**src/rtl/lapf_pkg.sv**
```systemverilog
// Shared constants, widths, event codes and helpers for the LED activity pulse fader.
`default_nettype none
package lapf_pkg;

	// Timing windows in milliseconds.
	localparam int PREVIEW_LEN  = 5000;
	localparam int PULSE_STOP   = 15000;
	localparam int FADE_STOP    = 25000;
	localparam int PULSE_PERIOD = 3000;
	localparam int HALF_PERIOD  = PULSE_PERIOD / 2;
	localparam int FADE_SPAN    = (FADE_STOP > PULSE_STOP) ? (FADE_STOP - PULSE_STOP) : 1;

	// Q16 amplitude constants.
	localparam int Q_FRAC    = 16;
	localparam int Q_ONE     = 65536;
	localparam int ENV_FLOOR = 9830;
	localparam int ENV_SPAN  = Q_ONE - ENV_FLOOR;

	// Field and datapath widths.
	localparam int KIND_W    = 3;
	localparam int CH_W      = 8;
	localparam int COLOUR_W  = 3 * CH_W;
	localparam int TL_W      = 10;
	localparam int ELAPSED_W = 15;
	localparam int PHASE_W   = 12;
	localparam int UP_W      = 11;
	localparam int AMP_W     = 17;
	localparam int AMPX_W    = AMP_W + 1;
	localparam int MUL_W     = 17;
	localparam int PROD_W    = 2 * MUL_W;
	localparam int DIV_W     = 30;
	localparam int QUO_W     = 16;
	localparam int DIV_CNT_W = $clog2(QUO_W + 1);
	localparam int NUM_LANES = 3;

	// Divisors pre-aligned to the top quotient bit.
	localparam logic [DIV_W-1:0] ENV_DIV_SH  = DIV_W'(HALF_PERIOD) << (QUO_W - 1);
	localparam logic [DIV_W-1:0] FADE_DIV_SH = DIV_W'(FADE_SPAN) << (QUO_W - 1);

	// Event codes.
	localparam logic [KIND_W-1:0] KIND_TICK       = 3'd0;
	localparam logic [KIND_W-1:0] KIND_ACTIVITY   = 3'd1;
	localparam logic [KIND_W-1:0] KIND_ACT_COLOUR = 3'd2;
	localparam logic [KIND_W-1:0] KIND_SET_COLOUR = 3'd3;
	localparam logic [KIND_W-1:0] KIND_PAUSE      = 3'd4;
	localparam logic [KIND_W-1:0] KIND_RESUME     = 3'd5;

	// Limit an amplitude to full scale.
	function automatic logic [AMP_W-1:0] clamp_amp(input logic [AMPX_W-1:0] v);
		logic [AMP_W-1:0] r;
		if (v > AMPX_W'(Q_ONE)) begin
			r = AMP_W'(Q_ONE);
		end else begin
			r = v[AMP_W-1:0];
		end
		return r;
	endfunction

endpackage
`default_nettype wire

```
**src/rtl/lapf_if.sv**
```systemverilog
// Valid/ready channel interfaces for event beats in and LED level beats out.
`default_nettype none
interface lapf_cmd_if;
	import lapf_pkg::*;
	logic              valid;
	logic              ready;
	logic [KIND_W-1:0] kind;
	logic [CH_W-1:0]   red_in;
	logic [CH_W-1:0]   green_in;
	logic [CH_W-1:0]   blue_in;
	logic              shutdown_hold;

	modport source (output valid, kind, red_in, green_in, blue_in, shutdown_hold,
		input ready);
	modport sink (input valid, kind, red_in, green_in, blue_in, shutdown_hold,
		output ready);
endinterface

interface lapf_led_if;
	import lapf_pkg::*;
	logic            valid;
	logic            ready;
	logic [CH_W-1:0] red_out;
	logic [CH_W-1:0] green_out;
	logic [CH_W-1:0] blue_out;

	modport source (output valid, red_out, green_out, blue_out, input ready);
	modport sink (input valid, red_out, green_out, blue_out, output ready);
endinterface
`default_nettype wire

```
**src/rtl/lapf_smul.sv**
```systemverilog
// Bit-serial shift-and-add multiplier that stops once the multiplier bits run out.
`default_nettype none
module lapf_smul (
	input  wire logic                        clk,
	input  wire logic                        arst_n,
	input  wire logic                        start,
	input  wire logic [lapf_pkg::MUL_W-1:0]  a,
	input  wire logic [lapf_pkg::MUL_W-1:0]  b,
	output logic                             busy,
	output logic [lapf_pkg::PROD_W-1:0]      product
);
	import lapf_pkg::*;

	logic                busy_q;
	logic [PROD_W-1:0]   a_q;
	logic [MUL_W-1:0]    b_q;
	logic [PROD_W-1:0]   p_q;

	always_ff @(posedge clk or negedge arst_n) begin
		if (!arst_n) begin
			busy_q <= 1'b0;
		end else if (start) begin
			busy_q <= 1'b1;
		end else if (busy_q && (b_q == '0)) begin
			busy_q <= 1'b0;
		end
	end

	always_ff @(posedge clk) begin
		if (start) begin
			a_q <= PROD_W'(a);
			b_q <= b;
			p_q <= '0;
		end else if (busy_q && (b_q != '0)) begin
			if (b_q[0]) begin
				p_q <= p_q + a_q;
			end
			a_q <= {a_q[PROD_W-2:0], 1'b0};
			b_q <= {1'b0, b_q[MUL_W-1:1]};
		end
	end

	assign busy    = busy_q;
	assign product = p_q;

endmodule
`default_nettype wire

```
**src/rtl/lapf_cdiv.sv**
```systemverilog
// Restoring divider, one quotient bit per cycle, against a pre-aligned divisor.
`default_nettype none
module lapf_cdiv (
	input  wire logic                        clk,
	input  wire logic                        arst_n,
	input  wire logic                        start,
	input  wire logic [lapf_pkg::DIV_W-1:0]  dividend,
	input  wire logic [lapf_pkg::DIV_W-1:0]  divisor_sh,
	output logic                             busy,
	output logic [lapf_pkg::QUO_W-1:0]       quotient
);
	import lapf_pkg::*;

	logic                 busy_q;
	logic [DIV_CNT_W-1:0] cnt_q;
	logic [DIV_W-1:0]     rem_q;
	logic [QUO_W-1:0]     quo_q;
	logic                 ge;
	logic [DIV_W-1:0]     rem_nxt;

	assign ge      = (rem_q >= divisor_sh);
	assign rem_nxt = ge ? (rem_q - divisor_sh) : rem_q;

	always_ff @(posedge clk or negedge arst_n) begin
		if (!arst_n) begin
			busy_q <= 1'b0;
			cnt_q  <= '0;
		end else if (start) begin
			busy_q <= 1'b1;
			cnt_q  <= '0;
		end else if (busy_q) begin
			if (cnt_q == DIV_CNT_W'(QUO_W)) begin
				busy_q <= 1'b0;
			end else begin
				cnt_q <= cnt_q + 1'b1;
			end
		end
	end

	always_ff @(posedge clk) begin
		if (start) begin
			rem_q <= dividend;
			quo_q <= '0;
		end else if (busy_q && (cnt_q != DIV_CNT_W'(QUO_W))) begin
			// After a subtract the remainder is below the divisor, so the top bit is free.
			rem_q <= {rem_nxt[DIV_W-2:0], 1'b0};
			quo_q <= {quo_q[QUO_W-2:0], ge};
		end
	end

	assign busy     = busy_q;
	assign quotient = quo_q;

endmodule
`default_nettype wire

```
**src/rtl/led_activity_pulse_fader_core.sv**
```systemverilog
// Top level of the LED activity pulse fader: event decode, sequencer and output stage.
// A non-tick beat, or a tick while paused or held, is handled in idle as it is taken. A
// painting tick runs calc, scale and emit in the solid and off windows; in the pulse window
// it adds the envelope multiply and divides; the fade window adds the amplitude multiply.
// Throughput: one beat at a time; the next beat is taken once the sequencer is back in idle.
// Reset: arst_n clears all control state at once; tick length returns to 50 ms.
`default_nettype none
module led_activity_pulse_fader_core (
	input  wire logic                      clk,
	input  wire logic                      arst_n,
	input  wire logic                      tick_len_we,
	input  wire logic [lapf_pkg::TL_W-1:0] tick_len_wdata,
	lapf_cmd_if.sink                       cmd,
	lapf_led_if.source                     led
);
	import lapf_pkg::*;

	// Sequencer states. Each compute state launches its unit on entry, with start_q set.
	localparam logic [2:0] S_IDLE   = 3'd0;
	localparam logic [2:0] S_CALC   = 3'd1;
	localparam logic [2:0] S_ENVMUL = 3'd2;
	localparam logic [2:0] S_DIV    = 3'd3;
	localparam logic [2:0] S_AMPMUL = 3'd4;
	localparam logic [2:0] S_SCALE  = 3'd5;
	localparam logic [2:0] S_EMIT   = 3'd6;

	// Which window the elapsed time falls in.
	localparam logic [1:0] R_SOLID = 2'd0;
	localparam logic [1:0] R_PULSE = 2'd1;
	localparam logic [1:0] R_FADE  = 2'd2;
	localparam logic [1:0] R_OFF   = 2'd3;

	logic [2:0]           state_q;
	logic                 start_q;
	logic [1:0]           region_q;
	logic [TL_W-1:0]      tick_len_q;
	logic [COLOUR_W-1:0]  colour_q;
	logic                 paused_q;
	logic [ELAPSED_W-1:0] elapsed_q;
	logic [PHASE_W-1:0]   phase_q;
	logic [COLOUR_W-1:0]  last_q;
	logic [AMP_W-1:0]     env_q;
	logic [AMP_W-1:0]     fade_q;
	logic [AMP_W-1:0]     amp_q;
	logic                 out_valid_q;
	logic [CH_W-1:0]      out_r_q;
	logic [CH_W-1:0]      out_g_q;
	logic [CH_W-1:0]      out_b_q;

	logic                 cmd_fire;
	logic [ELAPSED_W:0]   el_sum;
	logic [ELAPSED_W-1:0] el_next;
	logic [PHASE_W:0]     ph_sum;
	logic [PHASE_W-1:0]   ph_next;
	logic [UP_W-1:0]      up;
	logic [ELAPSED_W-1:0] into;
	logic [AMPX_W-1:0]    env_sum;
	logic [AMP_W-1:0]     fade_val;
	logic [COLOUR_W-1:0]  painted;
	logic                 out_load;

	logic [MUL_W-1:0]     mul_a [NUM_LANES];
	logic [MUL_W-1:0]     mul_b [NUM_LANES];
	logic [PROD_W-1:0]    mul_p [NUM_LANES];
	logic [NUM_LANES-1:0] mul_start;
	logic [NUM_LANES-1:0] mul_busy;

	logic                 div_start;
	logic                 env_div_busy;
	logic                 fade_div_busy;
	logic [QUO_W-1:0]     env_quo;
	logic [QUO_W-1:0]     fade_drop;

	assign cmd_fire  = cmd.valid && cmd.ready;
	assign cmd.ready = (state_q == S_IDLE);

	// Time advance for a tick: elapsed saturates at the end of the fade, and the phase
	// wraps with one compare and subtract since phase plus tick stays below two periods.
	assign el_sum  = {1'b0, elapsed_q} + (ELAPSED_W + 1)'(tick_len_q);
	assign el_next = (el_sum > (ELAPSED_W + 1)'(FADE_STOP)) ? ELAPSED_W'(FADE_STOP)
		: el_sum[ELAPSED_W-1:0];
	assign ph_sum  = {1'b0, phase_q} + (PHASE_W + 1)'(tick_len_q);
	assign ph_next = (ph_sum >= (PHASE_W + 1)'(PULSE_PERIOD))
		? PHASE_W'(ph_sum - (PHASE_W + 1)'(PULSE_PERIOD)) : ph_sum[PHASE_W-1:0];

	// Triangle position: rising for the first half period, falling for the second.
	assign up = (phase_q < PHASE_W'(HALF_PERIOD)) ? UP_W'(phase_q)
		: UP_W'(PHASE_W'(PULSE_PERIOD) - phase_q);

	// Time into the fade window; only meaningful while in that window.
	assign into = elapsed_q - ELAPSED_W'(PULSE_STOP);

	assign env_sum  = AMPX_W'(ENV_FLOOR) + AMPX_W'(env_quo);
	assign fade_val = AMP_W'(Q_ONE) - AMP_W'(fade_drop);

	// Lane 0 is shared: envelope numerator, then envelope times fade, then red.
	always_comb begin
		unique case (state_q)
			S_ENVMUL: begin
				mul_a[0] = MUL_W'(ENV_SPAN);
				mul_b[0] = MUL_W'(up);
			end
			S_AMPMUL: begin
				mul_a[0] = MUL_W'(env_q);
				mul_b[0] = MUL_W'(fade_q);
			end
			default: begin
				mul_a[0] = MUL_W'(amp_q);
				mul_b[0] = MUL_W'(colour_q[3*CH_W-1:2*CH_W]);
			end
		endcase
		mul_a[1] = MUL_W'(amp_q);
		mul_b[1] = MUL_W'(colour_q[2*CH_W-1:CH_W]);
		mul_a[2] = MUL_W'(amp_q);
		mul_b[2] = MUL_W'(colour_q[CH_W-1:0]);
	end

	assign mul_start[0] = start_q && ((state_q == S_ENVMUL) || (state_q == S_AMPMUL)
		|| (state_q == S_SCALE));
	assign mul_start[1] = start_q && (state_q == S_SCALE);
	assign mul_start[2] = start_q && (state_q == S_SCALE);
	assign div_start    = start_q && (state_q == S_DIV);

	for (genvar i = 0; i < NUM_LANES; i++) begin : g_lane
		lapf_smul u_mul (
			.clk     (clk),
			.arst_n  (arst_n),
			.start   (mul_start[i]),
			.a       (mul_a[i]),
			.b       (mul_b[i]),
			.busy    (mul_busy[i]),
			.product (mul_p[i])
		);
	end

	// Envelope: (span * up) / half-period, the numerator coming straight from lane 0.
	lapf_cdiv u_env_div (
		.clk        (clk),
		.arst_n     (arst_n),
		.start      (div_start),
		.dividend   (DIV_W'(mul_p[0])),
		.divisor_sh (ENV_DIV_SH),
		.busy       (env_div_busy),
		.quotient   (env_quo)
	);

	// Fade drop: (into << 16) / fade span. It runs alongside the envelope divide.
	lapf_cdiv u_fade_div (
		.clk        (clk),
		.arst_n     (arst_n),
		.start      (div_start),
		.dividend   (DIV_W'({into, {Q_FRAC{1'b0}}})),
		.divisor_sh (FADE_DIV_SH),
		.busy       (fade_div_busy),
		.quotient   (fade_drop)
	);

	assign painted = {mul_p[0][Q_FRAC+CH_W-1:Q_FRAC], mul_p[1][Q_FRAC+CH_W-1:Q_FRAC],
		mul_p[2][Q_FRAC+CH_W-1:Q_FRAC]};

	// A new colour goes out only when it differs from the last one sent and the
	// output register is free or being emptied in this cycle.
	assign out_load = (state_q == S_EMIT) && (painted != last_q)
		&& (!out_valid_q || led.ready);

	always_ff @(posedge clk or negedge arst_n) begin
		if (!arst_n) begin
			tick_len_q <= TL_W'(50);
		end else if (tick_len_we) begin
			tick_len_q <= tick_len_wdata;
		end
	end

	// Sequencer and the block's event state.
	always_ff @(posedge clk or negedge arst_n) begin
		if (!arst_n) begin
			state_q   <= S_IDLE;
			start_q   <= 1'b0;
			region_q  <= R_SOLID;
			colour_q  <= '0;
			paused_q  <= 1'b0;
			elapsed_q <= '0;
			phase_q   <= '0;
			amp_q     <= '0;
			env_q     <= '0;
			fade_q    <= '0;
		end else begin
			start_q <= 1'b0;
			unique case (state_q)
				S_IDLE: begin
					if (cmd_fire) begin
						unique case (cmd.kind)
							KIND_TICK: begin
								elapsed_q <= el_next;
								phase_q   <= ph_next;
								if (!paused_q && !cmd.shutdown_hold) begin
									state_q <= S_CALC;
								end
							end
							KIND_ACTIVITY: begin
								elapsed_q <= '0;
							end
							KIND_ACT_COLOUR: begin
								colour_q  <= {cmd.red_in, cmd.green_in, cmd.blue_in};
								elapsed_q <= '0;
							end
							KIND_SET_COLOUR: begin
								colour_q <= {cmd.red_in, cmd.green_in, cmd.blue_in};
							end
							KIND_PAUSE: begin
								paused_q <= 1'b1;
							end
							KIND_RESUME: begin
								paused_q <= 1'b0;
							end
							default: begin
							end
						endcase
					end
				end
				S_CALC: begin
					start_q <= 1'b1;
					if (elapsed_q < ELAPSED_W'(PREVIEW_LEN)) begin
						region_q <= R_SOLID;
						amp_q    <= AMP_W'(Q_ONE);
						state_q  <= S_SCALE;
					end else if (elapsed_q < ELAPSED_W'(PULSE_STOP)) begin
						region_q <= R_PULSE;
						state_q  <= S_ENVMUL;
					end else if (elapsed_q < ELAPSED_W'(FADE_STOP)) begin
						region_q <= R_FADE;
						state_q  <= S_ENVMUL;
					end else begin
						region_q <= R_OFF;
						amp_q    <= '0;
						state_q  <= S_SCALE;
					end
				end
				S_ENVMUL: begin
					if (!start_q && !mul_busy[0]) begin
						start_q <= 1'b1;
						state_q <= S_DIV;
					end
				end
				S_DIV: begin
					if (!start_q && !env_div_busy) begin
						env_q   <= AMP_W'(env_sum);
						fade_q  <= fade_val;
						start_q <= 1'b1;
						if (region_q == R_FADE) begin
							state_q <= S_AMPMUL;
						end else begin
							amp_q   <= clamp_amp(env_sum);
							state_q <= S_SCALE;
						end
					end
				end
				S_AMPMUL: begin
					if (!start_q && !mul_busy[0]) begin
						amp_q   <= clamp_amp(mul_p[0][PROD_W-1:Q_FRAC]);
						start_q <= 1'b1;
						state_q <= S_SCALE;
					end
				end
				S_SCALE: begin
					// The lanes finish at different times, so wait for all of them.
					if (!start_q && (mul_busy == '0)) begin
						state_q <= S_EMIT;
					end
				end
				S_EMIT: begin
					if ((painted == last_q) || out_load) begin
						state_q <= S_IDLE;
					end
				end
				default: begin
					state_q <= S_IDLE;
				end
			endcase
		end
	end

	// Output register; the last painted colour starts as all ones so a first paint of any other colour goes out.
	always_ff @(posedge clk or negedge arst_n) begin
		if (!arst_n) begin
			out_valid_q <= 1'b0;
			last_q      <= '1;
		end else if (out_load) begin
			out_valid_q <= 1'b1;
			last_q      <= painted;
		end else if (led.ready) begin
			out_valid_q <= 1'b0;
		end
	end

	always_ff @(posedge clk) begin
		if (out_load) begin
			out_r_q <= painted[3*CH_W-1:2*CH_W];
			out_g_q <= painted[2*CH_W-1:CH_W];
			out_b_q <= painted[CH_W-1:0];
		end
	end

	assign led.valid     = out_valid_q;
	assign led.red_out   = out_r_q;
	assign led.green_out = out_g_q;
	assign led.blue_out  = out_b_q;

`ifndef SYNTHESIS
	// Both dividers are launched together and take the same number of steps.
	a_div_lockstep: assert property (@(posedge clk) disable iff (!arst_n)
		env_div_busy == fade_div_busy)
		else $error("dividers out of step");

	// No arithmetic unit may still be running when a new beat can be taken.
	a_idle_quiet: assert property (@(posedge clk) disable iff (!arst_n)
		cmd.ready |-> ((mul_busy == '0) && !env_div_busy))
		else $error("unit busy while idle");

	// The remembered colour always matches what was last put on the output.
	a_last_tracks: assert property (@(posedge clk) disable iff (!arst_n)
		out_load |=> (last_q == {led.red_out, led.green_out, led.blue_out}))
		else $error("last painted colour mismatch");

	// The pulse phase stays within one period.
	a_phase_range: assert property (@(posedge clk) disable iff (!arst_n)
		phase_q < PHASE_W'(PULSE_PERIOD))
		else $error("pulse phase out of range");
`endif

endmodule
`default_nettype wire

```
**src/flat_wrapper.sv**
```systemverilog
// flat-port wrapper written by rule: the top's interface ports become plain ports
module led_activity_pulse_fader_core_flat import lapf_pkg::*;
  (clk, arst_n, tick_len_we, tick_len_wdata, cmd_valid, cmd_kind, cmd_red_in, cmd_green_in, cmd_blue_in, cmd_shutdown_hold, cmd_ready, led_valid, led_red_out, led_green_out, led_blue_out, led_ready);
  lapf_cmd_if cmd_i ();
  lapf_led_if led_i ();
  input  wire logic clk;
  input  wire logic arst_n;
  input  wire logic tick_len_we;
  input  wire logic [lapf_pkg::TL_W-1:0] tick_len_wdata;
  input wire logic [$bits(cmd_i.valid)-1:0] cmd_valid;
  input wire logic [$bits(cmd_i.kind)-1:0] cmd_kind;
  input wire logic [$bits(cmd_i.red_in)-1:0] cmd_red_in;
  input wire logic [$bits(cmd_i.green_in)-1:0] cmd_green_in;
  input wire logic [$bits(cmd_i.blue_in)-1:0] cmd_blue_in;
  input wire logic [$bits(cmd_i.shutdown_hold)-1:0] cmd_shutdown_hold;
  output wire logic [$bits(cmd_i.ready)-1:0] cmd_ready;
  output wire logic [$bits(led_i.valid)-1:0] led_valid;
  output wire logic [$bits(led_i.red_out)-1:0] led_red_out;
  output wire logic [$bits(led_i.green_out)-1:0] led_green_out;
  output wire logic [$bits(led_i.blue_out)-1:0] led_blue_out;
  input wire logic [$bits(led_i.ready)-1:0] led_ready;
  assign cmd_i.valid = cmd_valid;
  assign cmd_i.kind = cmd_kind;
  assign cmd_i.red_in = cmd_red_in;
  assign cmd_i.green_in = cmd_green_in;
  assign cmd_i.blue_in = cmd_blue_in;
  assign cmd_i.shutdown_hold = cmd_shutdown_hold;
  assign cmd_ready = cmd_i.ready;
  assign led_valid = led_i.valid;
  assign led_red_out = led_i.red_out;
  assign led_green_out = led_i.green_out;
  assign led_blue_out = led_i.blue_out;
  assign led_i.ready = led_ready;
  led_activity_pulse_fader_core u_core (.clk(clk), .arst_n(arst_n), .tick_len_we(tick_len_we), .tick_len_wdata(tick_len_wdata), .cmd(cmd_i), .led(led_i));
endmodule
```
**config.mk**
```make
export PLATFORM = sky130hd
export DESIGN_NAME = led_activity_pulse_fader_core_flat
export DESIGN_NICKNAME = d
export VERILOG_FILES = /design/src/rtl/lapf_pkg.sv /design/src/rtl/lapf_if.sv /design/src/rtl/lapf_smul.sv /design/src/rtl/lapf_cdiv.sv /design/src/rtl/led_activity_pulse_fader_core.sv /design/src/flat_wrapper.sv
export SDC_FILE = /design/constraint.sdc
export NUM_CORES = 1
export LEC_CHECK = 0
export ABC_AREA = 0
export BUFFER_PORTS_ARGS = -buffer_cell sky130_fd_sc_hd__buf_4
export CAP_MARGIN = 20
export CELL_PAD_IN_SITES_DETAIL_PLACEMENT = 1
export CELL_PAD_IN_SITES_GLOBAL_PLACEMENT = 2
export CORE_MARGIN = 5
export CORE_UTILIZATION = 45
export CTS_CLUSTER_SIZE = 20
export DETAILED_ROUTE_END_ITERATION = 10
export PLACE_DENSITY = 0.86
export SLEW_MARGIN = 20
export SYNTH_ARGS = -nofsm -noshare
export SYNTH_HDL_FRONTEND = slang
export SYNTH_HIERARCHICAL = 1
export SYNTH_SLANG_ARGS = --single-unit
```
**constraint.sdc**
```tcl
create_clock -name clk -period 7.8 [get_ports clk]
set_clock_uncertainty 0.05 [all_clocks]
set_input_delay 0.78 -clock clk [delete_from_list [all_inputs] [get_ports clk]]
set_output_delay 0.78 -clock clk [all_outputs]
set_load 0.05 [all_outputs]
```
==> results of run 1 <==
metrics by stage:
| stage | power [uW] | setup WS [ns] | utilization, % | area (um^2) |
|---|---|---|---|---|
| 3_3_place_gp | 9220 | 4.26 | 47.7 | 32100 |
| 3_5_place_dp | 9470 | 4.13 | 47.7 | 32100 |
| 5_1_grt | 13100 | 3.82 | 50.7 | 34100 |
| 4_1_cts | 12400 | 4.12 | 50.7 | 34100 |
| 2_1_floorplan | 7990 | 4.83 | - | 30900 |
| 6_report | 12300 | 4.14 | 50.7 | 34100 |
power by group:
group	switching, uW	internal [uW]
clock network	1140	1680
logic	3020	2040
registers	773	3650
area by class of cell:
class | instances | area share [%]
Multi-Input combinational cell | 2532 | 50.8
Sequential cell | 490 | 36.6
Clock buffer | 76 | 4.69
Tap cell | 873 | 3.20
Timing Repair Buffer | 98 | 2.20
Inverter | 124 | 1.36
Clock inverter | 30 | 1.13
routing by layer:
metal	vias up	part of all wire [%]	track usage (%)
li1	11809	-	-
met1	12214	45	29.8
met2	389	49	39.8
met3	112	3.7	3.04
met4	2	2.2	5.49
met5	-	0.015	0
flip-flops by register name (all words and copies together) (netlist names), 17 cells and up:
register and flops:
u_core/u_fade_div/rem_q 30, u_core/colour_q 24, u_core/env_q 17, u_core/g_lane.u_mul/product 82, u_core/amp_q 17, u_core/last_q 24
u_core/fade_q 17, u_core/g_lane.u_mul/b_q 51, u_core/u_env_div/rem_q 30, u_core/g_lane.u_mul/a_q 82
worst paths after layout:
check,cells past startpoint,end,slack (ns)
min in group clk,2,u_core/colour_q[15],0.34
worst min register to register,2,u_core/g_lane[2].u_mul/product[13],0.41
worst max register to register,7,u_core/u_fade_div/rem_q[10],4.14
worst min-delay path,1,u_core/colour_q[1],0.22
max in group asynchronous,2,u_core/fade_q[2],5.92
worst max-delay path,7,u_core/u_fade_div/rem_q[10],4.14
layout by cell type, fill, tap and decap left out, types with 33 or more instances in the layout:
master	instances
sky130_fd_sc_hd__o21ai_0	132
sky130_fd_sc_hd__nor2_1	233
sky130_fd_sc_hd__a21o_1	62
sky130_fd_sc_hd__nand2_1	401
sky130_fd_sc_hd__a21oi_1	256
sky130_fd_sc_hd__dfrtp_1	132
sky130_fd_sc_hd__nand3_1	39
sky130_fd_sc_hd__nand4_1	49
sky130_fd_sc_hd__inv_1	121
sky130_fd_sc_hd__mux2i_1	69
sky130_fd_sc_hd__o21a_1	33
sky130_fd_sc_hd__clkbuf_16	59
sky130_fd_sc_hd__xor2_1	87
sky130_fd_sc_hd__buf_4	96
sky130_fd_sc_hd__edfxtp_1	186
sky130_fd_sc_hd__nor3_1	36
sky130_fd_sc_hd__mux2_2	176
sky130_fd_sc_hd__o21ai_1	57
sky130_fd_sc_hd__ha_1	171
sky130_fd_sc_hd__conb_1	96
sky130_fd_sc_hd__dfxtp_1	145
sky130_fd_sc_hd__xnor2_1	84
==> impl_summary.txt, run 1 <==
----------------------------------------------------
[Setup path]
  Critical path class ... register to register
  CP Launch Type ... register
  CP max stage cell ... sky130_fd_sc_hd__dfrtp_1
  Arrival time reported for the critical path endpoint ... 3.90 ns
  CP delay by family, top ... simple AND/OR/NAND/NOR gates
  Source of the critical timing path ... u_core/state_q[1]
  Cell chain of the critical path ... nand2_1 -> nor2_1 -> and2_4 -> inv_1 -> buf_4 -> nand2_1 -> buf_4
  Source of the worst register-to-register timing path ... u_core/state_q[1]
  Delay of the slowest critical-path stage ... 0.66 ns
  CP Data Required Time ... 8.04 ns
  Crit end category ... register
  Number of buffers and inverters on the critical path ... 3
  Top fanout value on the critical path ... 47

[Final layout]
  Area taken by multi-input logic gates ... 17,300 um^2
  Number of inserted filler cells in the final layout ... 7,623
  Synth-to-layout area growth ... 11.5%
  Total Nets Final ... 3,523
  Storage element area ... 12,500 um^2
  Diodes inserted ... 0
  Layout cell share with drive strength beyond 1 ... 14.1%
  Final non-filler cell total ... 4,223

[Route]
  Count of antenna-violating nets left after detailed routing ... 0
  Via density per instance ... 5.81
  Vias after detailed routing ... 24.5k
  Residual DRC count ... 0
  Drt first-iter violations ... 1,481
  WL per Instance ... 20.3 um
  Final WL ... 85.6 mm
  First drt pass iteration count ... 5

[Clock network]
  Library cell used as clock root buffer ... sky130_fd_sc_hd__clkbuf_16
  Worst-path clk slew ... 0.06 ns
  Gates resized, CTS repair ... 0
  TritonCTS buffer count ... 56
  Number of buffers inserted by post-CTS setup repair ... 0
  Clock latency on the worst-skew pair ... 0.64 ns
  Number of levels the H-tree was split into ... 2
  CTS tree ... built
  Buffers from clock root to sink, at most ... 3
  Clock sink total ... 490
  Quantity of hold-fixing buffers added after cts ... 0

[Floorplanning]
  Effective utilization at floorplan ... 45.5%
  IO Pins ... 69
  Die area ... 73,300 um^2
  Core ar. ... 67,300 um^2
  Vertical extent of the die ... 271 um
  Die extent in x ... 271 um
  Number of rows in the core area ... 95

[STA]
  Final TNS setup ... 0 ns
  Min Clock Period, post-route ... 3.66 ns
  Setup repair after global routing missed its margin ... no
  Total count of max-transition violations in the final report ... 0
  Tcrit/Tclk final ... 46.9%
  Final number of setup-violating endpoints ... 0
  Highest Clock Rate ... 273 MHz
  Fin. Hold Viols ... 0
  Slew @ Worst Pin ... 1.10 ns
  Worst slew margin relative to its limit ... 26.4%
  Tightest hold margin ... 0.216 ns

[Pwr]
  IR Drop Worst-Case VDD ... 191 uV
  Leakage ... 0.0146 uW
  Total power density per cell area ... 361 nW/um^2

[Logic synthesis]
  Number of instances in the synthesized netlist ... 3,213
  Avg Inst Size Synth ... 9.52 um^2
  Post-synthesis cell area ... 30,600 um^2
  Count of synthesis-stage warnings from yosys ... 6

[GRT]
  Remaining Overflow, GRT ... 0
  All-layer global routing usage ... 22.7%
  Initial antenna violation count ... 1
  Number of global-route vias before repair ... 25.6k
  Pin count of the biggest net entering global routing ... 88
  Global-route wire length before repair ... 138 mm

[Placed design]
  Final Wtd Congestion ... 0.886
  Count of port buffers added during placement ... 68
  Post-DP HPWL ... 62.5 mm
  Cell Count Post-Placement ... 4,116

[Min path]
  Path type of the worst min-delay path ... input port to asynchronous set/reset pin

[Status]
  Result of the run ... finished clean

[Run]
  Max-capacitance violation count ... 0

----------------------------------------------------
(Power assumes the default switching activity.)
==> inputs of run 2 (changes only) <==
--- a/config.mk
+++ b/config.mk
@@ -11,10 +11,10 @@
 export CELL_PAD_IN_SITES_DETAIL_PLACEMENT = 1
 export CELL_PAD_IN_SITES_GLOBAL_PLACEMENT = 2
 export CORE_MARGIN = 5
-export CORE_UTILIZATION = 45
+export CORE_UTILIZATION = 38
 export CTS_CLUSTER_SIZE = 20
 export DETAILED_ROUTE_END_ITERATION = 10
-export PLACE_DENSITY = 0.86
+export PLACE_DENSITY = 0.77
 export SLEW_MARGIN = 20
 export SYNTH_ARGS = -nofsm -noshare
 export SYNTH_HDL_FRONTEND = slang
==> constraint.sdc (replaced) <==
create_clock -name clk -period 3.1 [get_ports clk]
set_clock_uncertainty 0.05 [all_clocks]
set_input_delay 0.31 -clock clk [delete_from_list [all_inputs] [get_ports clk]]
set_output_delay 0.31 -clock clk [all_outputs]
set_load 0.05 [all_outputs]
==> run 2 against run 1 <==
  * Flip-flop and latch count is the same
  * Power grew to 2.6 times the previous value
  * Via count grew 2.9%
  * Critical path type unchanged
==> impl_summary.txt, run 2 (synthesis results as in run 1) <==
----------------------------------------------------
[Status]
  Result of the run ... finished clean

[Setup path]
  Critical register-to-register path endpoint ... u_core/phase_q[9]
  Setup slack of the worst register-to-register path ... 0.04 ns (-4.10 ns)
  CP max stage cell ... sky130_fd_sc_hd__dfstp_2
  Arrival time reported for the critical path endpoint ... 3.51 ns (-0.39 ns)
  CP Data Required Time ... 3.55 ns (-4.49 ns)
  CP delay by family, top ... compound AO/OA/AOI/OAI gates
  Source of the worst register-to-register timing path ... u_core/tick_len_q[4]
  Top fanout value on the critical path ... 7 (-85%)
  Number of buffers and inverters on the critical path ... 1 (-2)
  Crit end category ... register
  CP Launch Type ... register
  Critical path class ... register to register
  Worst Reg2Reg Path Length in Cells ... 10 (+3)
  Cell chain of the critical path ... ha_4 -> a21o_1 -> a2111o_1 -> o22a_1 -> xor2_2 -> buf_4 -> and3_2 -> o2111ai_1 -> xor2_1 -> o21ai_1
  Delay of the slowest critical-path stage ... 0.59 ns (-0.07 ns)

[Min path]
  Path type of the worst min-delay path ... input port to asynchronous set/reset pin

[STA]
  Slew @ Worst Pin ... 0.938 ns (-0.166 ns)
  Tightest hold margin ... 0.0869 ns (-0.129 ns)
  Tcrit/Tclk final ... 98.6% (+52 points)
  Final number of setup-violating endpoints ... 0 (unchanged)
  Worst slew margin relative to its limit ... 37.5% (+11 points)
  Setup repair after global routing missed its margin ... yes
  Fin. Hold Viols ... 0 (unchanged)
  Total count of max-transition violations in the final report ... 0 (unchanged)
  Highest Clock Rate ... 327 MHz (+20%)
  Min Clock Period, post-route ... 3.06 ns (-0.605 ns)

[Route]
  Vias after detailed routing ... 25.2k (+2.9%)
  Count of antenna-violating nets left after detailed routing ... 0 (unchanged)
  Final WL ... 92.7 mm (+8.2%)
  First drt pass iteration count ... 5 (unchanged)
  Drt first-iter violations ... 1,211 (-18%)
  WL per Instance ... 20.1 um (-1.0%)
  Via density per instance ... 5.46 (-5.9%)
  Residual DRC count ... 0 (unchanged)

[Floorplanning]
  Number of rows in the core area ... 104 (+9.5%)
  Core ar. ... 80,200 um^2 (+19%)
  IO Pins ... 69 (unchanged)
  Vertical extent of the die ... 294 um (+8.5%)
  Die area ... 86,300 um^2 (+18%)
  Die extent in x ... 294 um (+8.5%)
  Effective utilization at floorplan ... 38.2% (-7.3 points)

[Placed design]
  Count of port buffers added during placement ... 68 (unchanged)
  Dpl cell area ... 33,500 um^2 (+4.4%)
  Final Wtd Congestion ... 0.847 (-4.4%)
  Post-DP HPWL ... 68.6 mm (+9.7%)

[Clock network]
  Clock latency on the worst-skew pair ... 0.65 ns (about the same)
  Worst-path clk slew ... 0.06 ns (about the same)
  CTS tree ... built
  Library cell used as clock root buffer ... sky130_fd_sc_hd__clkbuf_16
  Buffers from clock root to sink, at most ... 3 (unchanged)
  Clock sink total ... 490 (unchanged)
  TritonCTS buffer count ... 57 (+1.8%)
  Number of levels the H-tree was split into ... 2 (unchanged)

[Pwr]
  IR Drop Worst-Case VDD ... 448 uV (+130%)
  Total power density per cell area ... 874 nW/um^2 (+140%)
  Leakage ... 0.0156 uW (+6.9%)

[Final layout]
  Number of inserted filler cells in the final layout ... 9,118 (+20%)
  Storage element area ... 12,500 um^2 (unchanged)
  Layout cell share with drive strength beyond 1 ... 19.1% (+5.0 points)
  Leading cell types in the layout, fill and taps excluded ... sky130_fd_sc_hd__nand2_1, sky130_fd_sc_hd__a21oi_1, sky130_fd_sc_hd__buf_4, sky130_fd_sc_hd__nor2_1, sky130_fd_sc_hd__edfxtp_1
  Total Nets Final ... 3,729 (+5.8%)
  Area taken by multi-input logic gates ... 17,700 um^2 (+2.0%)
  Most common library cell in the layout ignoring fill and taps ... sky130_fd_sc_hd__nand2_1
  Synth-to-layout area growth ... 19.0%
  Final cell area excluding filler cells ... 36,400 um^2 (+6.6%)

[GRT]
  Initial antenna violation count ... 1 (unchanged)
  Pin count of the biggest net entering global routing ... 62 (-30%)
  Number of global-route vias before repair ... 26.8k (+4.6%)
  All-layer global routing usage ... 20.9% (-1.7 points)
  Remaining Overflow, GRT ... 0 (unchanged)
  Global-route wire length before repair ... 148 mm (+6.9%)

[Run]
  Max-capacitance violation count ... 0 (unchanged)

----------------------------------------------------
## run 2: area by class of cell
| class | instances | area share (%) |
|---|---|---|
| clock inverters | 39 | 1.03 |
| clock buffers | 69 | 4.19 |
| diodes | 1 | 0.00688 |
| inverters | 124 | 1.28 |
| multi-input cells | 2533 | 48.5 |
| repair buffers | 302 | 6.96 |
| well taps | 1060 | 3.64 |
| flip-flops and latches | 490 | 34.3 |
## run 2: layer usage
| layer | routed length (um) | vias to the layer above | track usage, % |
|---|---|---|---|
| met5 | 0 | - | 0 |
| met4 | 1970 | 0 | 4.87 |
| met3 | 2650 | 122 | 2.11 |
| met2 | 45900 | 360 | 37.0 |
| met1 | 42100 | 12542 | 27.8 |
| li1 | - | 12209 | - |
## run 2: timing repair
item	CTS	global route
resized for setup	7	64
setup buffers	1	12
setup endpoints to repair	41	69
gates cloned	1	1
pin swaps	1	23
hold buffers	48	0
endpoints found under the hold margin	126	0
## run 2: how the worst max path moves through the flow
stage                                     from                          end  cells after the start
global route              u_core/tick_len_q[4]            u_core/phase_q[9]                     10
CTS                       u_core/tick_len_q[0]          u_core/elapsed_q[7]                     10
floorplan                    u_core/state_q[2]    u_core/u_env_div/rem_q[0]                      7
global placement              u_core/last_q[5]        u_core/led.red_out[5]                      7
finish                    u_core/tick_len_q[4]            u_core/phase_q[9]                     10
detailed placement  u_core/u_fade_div/rem_q[3]  u_core/u_fade_div/rem_q[26]                      9
## run 2: through the flow
step	setup slack [ns]	total power, uW	util [%]	setup TNS [ns]	cells
floorplan	0.129	20100	-	0	3307
global placement	-0.0971	24200	41.8	-1.18	4446
detailed placement	-0.0793	24800	41.8	-1.59	4446
CTS	0.00592	31900	44.9	0	4604
global route	-0.0591	34000	45.4	-0.199	4617
finish	0.0449	31800	45.4	0	4618
## run 2: report_power, final
group / switching, uW / internal, uW
clock network: 2940 / 3870
registers: 1730 / 9190
logic: 8280 / 5800
==> inputs of run 3 (changes only) <==
--- a/config.mk
+++ b/config.mk
@@ -6,10 +6,11 @@
 export NUM_CORES = 1
 export LEC_CHECK = 0
 export ABC_AREA = 0
-export BUFFER_PORTS_ARGS = -buffer_cell sky130_fd_sc_hd__buf_4
+export BUFFER_PORTS_ARGS = -buffer_cell sky130_fd_sc_hd__buf_2
 export CAP_MARGIN = 20
 export CELL_PAD_IN_SITES_DETAIL_PLACEMENT = 1
 export CELL_PAD_IN_SITES_GLOBAL_PLACEMENT = 2
+export CORE_ASPECT_RATIO = 0.9
 export CORE_MARGIN = 5
 export CORE_UTILIZATION = 38
 export CTS_CLUSTER_SIZE = 20
==> run 3 against run 2 <==
  * Wire length is 0.30% higher
  * Worst setup slack better by 0.044 ns
  * Clock power is 0.9% higher
  * Highest routed layer unchanged
  * Cell count is 0.37% lower
  * Combinational power hardly changed
  * Fmax is 1.5% higher
  * Power hardly changed
  * Critical endpoint is now u_core/phase_q[6]
  * Via count is 0.66% higher
  * Clock-buffer cell count is 1 higher
  * Core utilization is 0.20 points lower
  * First-iteration DRC count is 6.9% higher
  * Critical path depth stayed put
==> impl_summary.txt, run 3 (synthesis results as in run 1) <==
----------------------------------------------------
[Placed design]
  Count of port buffers added during placement ... 68 (unchanged)
  Final Wtd Congestion ... 0.864 (+1.9%)
  Post-Place Setup Slack ... -0.182 ns (-0.102 ns)
  Cell Count Post-Placement ... 4,449 (+0.067%)
  Post-DP HPWL ... 68.9 mm (+0.47%)
  Dpl cell area ... 33,400 um^2 (-0.42%)

[Setup path]
  Critical register-to-register path endpoint ... u_core/phase_q[6]
  CP max stage cell ... sky130_fd_sc_hd__dfstp_2
  Top fanout value on the critical path ... 7 (unchanged)
  Worst Reg2Reg Path Length in Cells ... 10 (unchanged)
  Arrival time reported for the critical path endpoint ... 3.47 ns (-0.04 ns)
  Setup slack of the worst register-to-register path ... 0.09 ns (+0.04 ns)
  Number of buffers and inverters on the critical path ... 1 (unchanged)
  Cell chain of the critical path ... ha_1 -> a21o_4 -> a2111o_1 -> o22a_1 -> xor2_2 -> buf_4 -> and3_2 -> o211ai_4 -> o211ai_1 -> a21o_1
  CP Launch Type ... register
  Source of the worst register-to-register timing path ... u_core/tick_len_q[4]
  CP delay by family, top ... compound AO/OA/AOI/OAI gates
  Crit end category ... register
  CP Data Required Time ... 3.56 ns (about the same)
  Critical path class ... register to register
  Delay of the slowest critical-path stage ... 0.56 ns (-0.03 ns)

[STA]
  Fin worst setup slack ... 0.0892 ns (+0.0443 ns)
  Final number of setup-violating endpoints ... 0 (unchanged)
  Total count of max-transition violations in the final report ... 0 (unchanged)
  Highest Clock Rate ... 332 MHz (+1.5%)
  Min Clock Period, post-route ... 3.01 ns (-0.0443 ns)
  Tcrit/Tclk final ... 97.1% (-1.4 points)
  Worst slew margin relative to its limit ... 30.9% (-6.6 points)
  Fin. Hold Viols ... 0 (unchanged)
  Slew @ Worst Pin ... 1.03 ns (+0.0949 ns)

[Clock network]
  Clock latency on the worst-skew pair ... 0.63 ns (-0.02 ns)
  Worst-path clk slew ... 0.06 ns (about the same)
  Library cell used as clock root buffer ... sky130_fd_sc_hd__clkbuf_16
  Clock sink total ... 490 (unchanged)
  CTS tree ... built
  Number of levels the H-tree was split into ... 2 (unchanged)
  Buffers from clock root to sink, at most ... 3 (unchanged)
  TritonCTS buffer count ... 56 (-1.8%)

[Final layout]
  Leading cell types in the layout, fill and taps excluded ... sky130_fd_sc_hd__nand2_1, sky130_fd_sc_hd__a21oi_1, sky130_fd_sc_hd__nor2_1, sky130_fd_sc_hd__edfxtp_1, sky130_fd_sc_hd__buf_4
  Final cell area excluding filler cells ... 36,000 um^2 (-1.0%)
  Final non-filler cell total ... 4,601 (-0.37%)
  Layout cell share with drive strength beyond 1 ... 19.0% (-0.16 points)
  Number of inserted filler cells in the final layout ... 9,056 (-0.68%)
  Diodes inserted ... 0 (-1)
  Most common library cell in the layout ignoring fill and taps ... sky130_fd_sc_hd__nand2_1
  Synth-to-layout area growth ... 17.8%
  Total Nets Final ... 3,724 (-0.13%)

[Floorplanning]
  Vertical extent of the die ... 279 um (-5.0%)
  Number of rows in the core area ... 98 (-5.8%)
  Core ar. ... 79,700 um^2 (-0.57%)
  Die area ... 86,300 um^2 (about the same)
  Die extent in x ... 309 um (+5.2%)
  Effective utilization at floorplan ... 38.4% (+0.22 points)
  IO Pins ... 69 (unchanged)

[Route]
  WL per Instance ... 20.2 um (+0.67%)
  Residual DRC count ... 0 (unchanged)
  Via density per instance ... 5.52 (+1.0%)
  Final WL ... 93.0 mm (+0.30%)
  Vias after detailed routing ... 25.4k (+0.66%)
  Count of antenna-violating nets left after detailed routing ... 0 (unchanged)
  First drt pass iteration count ... 5 (unchanged)
  Drt first-iter violations ... 1,295 (+6.9%)

[GRT]
  Remaining Overflow, GRT ... 0 (unchanged)
  Number of global-route vias before repair ... 26.6k (-0.90%)
  Global-route wire length before repair ... 148 mm (+0.20%)
  Initial antenna violation count ... 2 (+1)
  Pin count of the biggest net entering global routing ... 66 (+6.5%)
  All-layer global routing usage ... 20.9% (-0.041 points)

[Pwr]
  Total power density per cell area ... 884 nW/um^2 (+1.1%)
  Leakage ... 0.0155 uW (-0.45%)
  IR Drop Worst-Case VDD ... 561 uV (+25%)

[Min path]
  Capture endpoint of the worst hold path ... u_core/tick_len_q[8]
  Hold Path Origin ... tick_len_we
  Path type of the worst min-delay path ... input port to register
  Number of cells on the worst hold path ... 2

[Run]
  Max-capacitance violation count ... 0 (unchanged)

[Status]
  Result of the run ... finished clean

----------------------------------------------------
-- run 3: changes by cell type in the layout (fill, tap and decap cells not counted), sizes merged --
cell / delta
buf: +5
bufinv: +1
clkinv: +4
clkinvlp: -6
diode: -1
dlygate4sd3: -9
inv: -2
or4: +1
-- run 3: final cells by class --
cell class,instances,area (um^2),area share (%)
well taps,1050,1310,3.65
clock buffers,70,1550,4.29
flip-flops and latches,490,12500,34.7
repair buffers,297,2230,6.19
multi-input cells,2534,17600,48.9
inverters,124,465,1.29
clock inverters,36,369,1.02
-- run 3: worst max-delay path by stage --
stage / from / endpoint / slack (ns) / cells past startpoint
6_report: u_core/tick_len_q[4] / u_core/phase_q[6] / 0.09 / 10
5_1_grt: u_core/u_fade_div/rem_q[8] / u_core/u_fade_div/rem_q[16] / -0.04 / 11
4_1_cts: u_core/tick_len_q[1] / u_core/phase_q[6] / 0.004 / 11
2_1_floorplan: u_core/state_q[2] / u_core/u_env_div/rem_q[0] / 0.13 / 7
3_5_place_dp: u_core/tick_len_q[2] / u_core/elapsed_q[12] / -0.18 / 10
3_3_place_gp: u_core/u_fade_div/rem_q[7] / u_core/u_fade_div/rem_q[26] / 0.01 / 10
-- run 3: stage by stage --
| step | TNS (ns) | hold WS (ns) | power, uW | util, % |
|---|---|---|---|---|
| global route | -0.290 | 0.0767 | 34000 | 45.2 |
| finish | 0 | 0.100 | 31800 | 45.2 |
| CTS | 0 | 0.0544 | 31900 | 44.8 |
| floorplan | 0 | -0.0356 | 20100 | - |
| global placement | 0 | 0.310 | 24200 | 41.9 |
| detailed placement | -1.92 | 0.312 | 24700 | 41.9 |
-- run 3: repair_timing --
item                                   CTS  global route
buffers inserted                         0             5
hold buffers                            39             0
pin swaps                                1            17
resized for setup                       10            49
gates cloned                             0             2
setup endpoints to repair               17            68
endpoints found under the hold margin   79             0
-- run 3: routing by layer --
metal	part of all wire, %	GRT usage [%]	vias up
met5	0	0	-
met4	1.4	3.51	0
met3	3.4	2.31	92
met2	48	35.4	366
met1	47	29.4	12758
li1	-	-	12183
-- run 3: power breakdown --
part	internal [uW]	switching, uW
clock network	3970	2910
registers	9190	1730
logic	5730	8320
-- run 3: worst reg2reg max path: cells and delay by family, from the launching register on --
kind                     cells  cell delay, ns
XOR/XNOR                     1            0.17
adder cells (fa/ha/maj)      1            0.30
buffers and inverters        1            0.15
AO/OA/AOI/OAI                6            1.41
AND/OR/NAND/NOR              1            0.26
flip-flops                   1            0.56
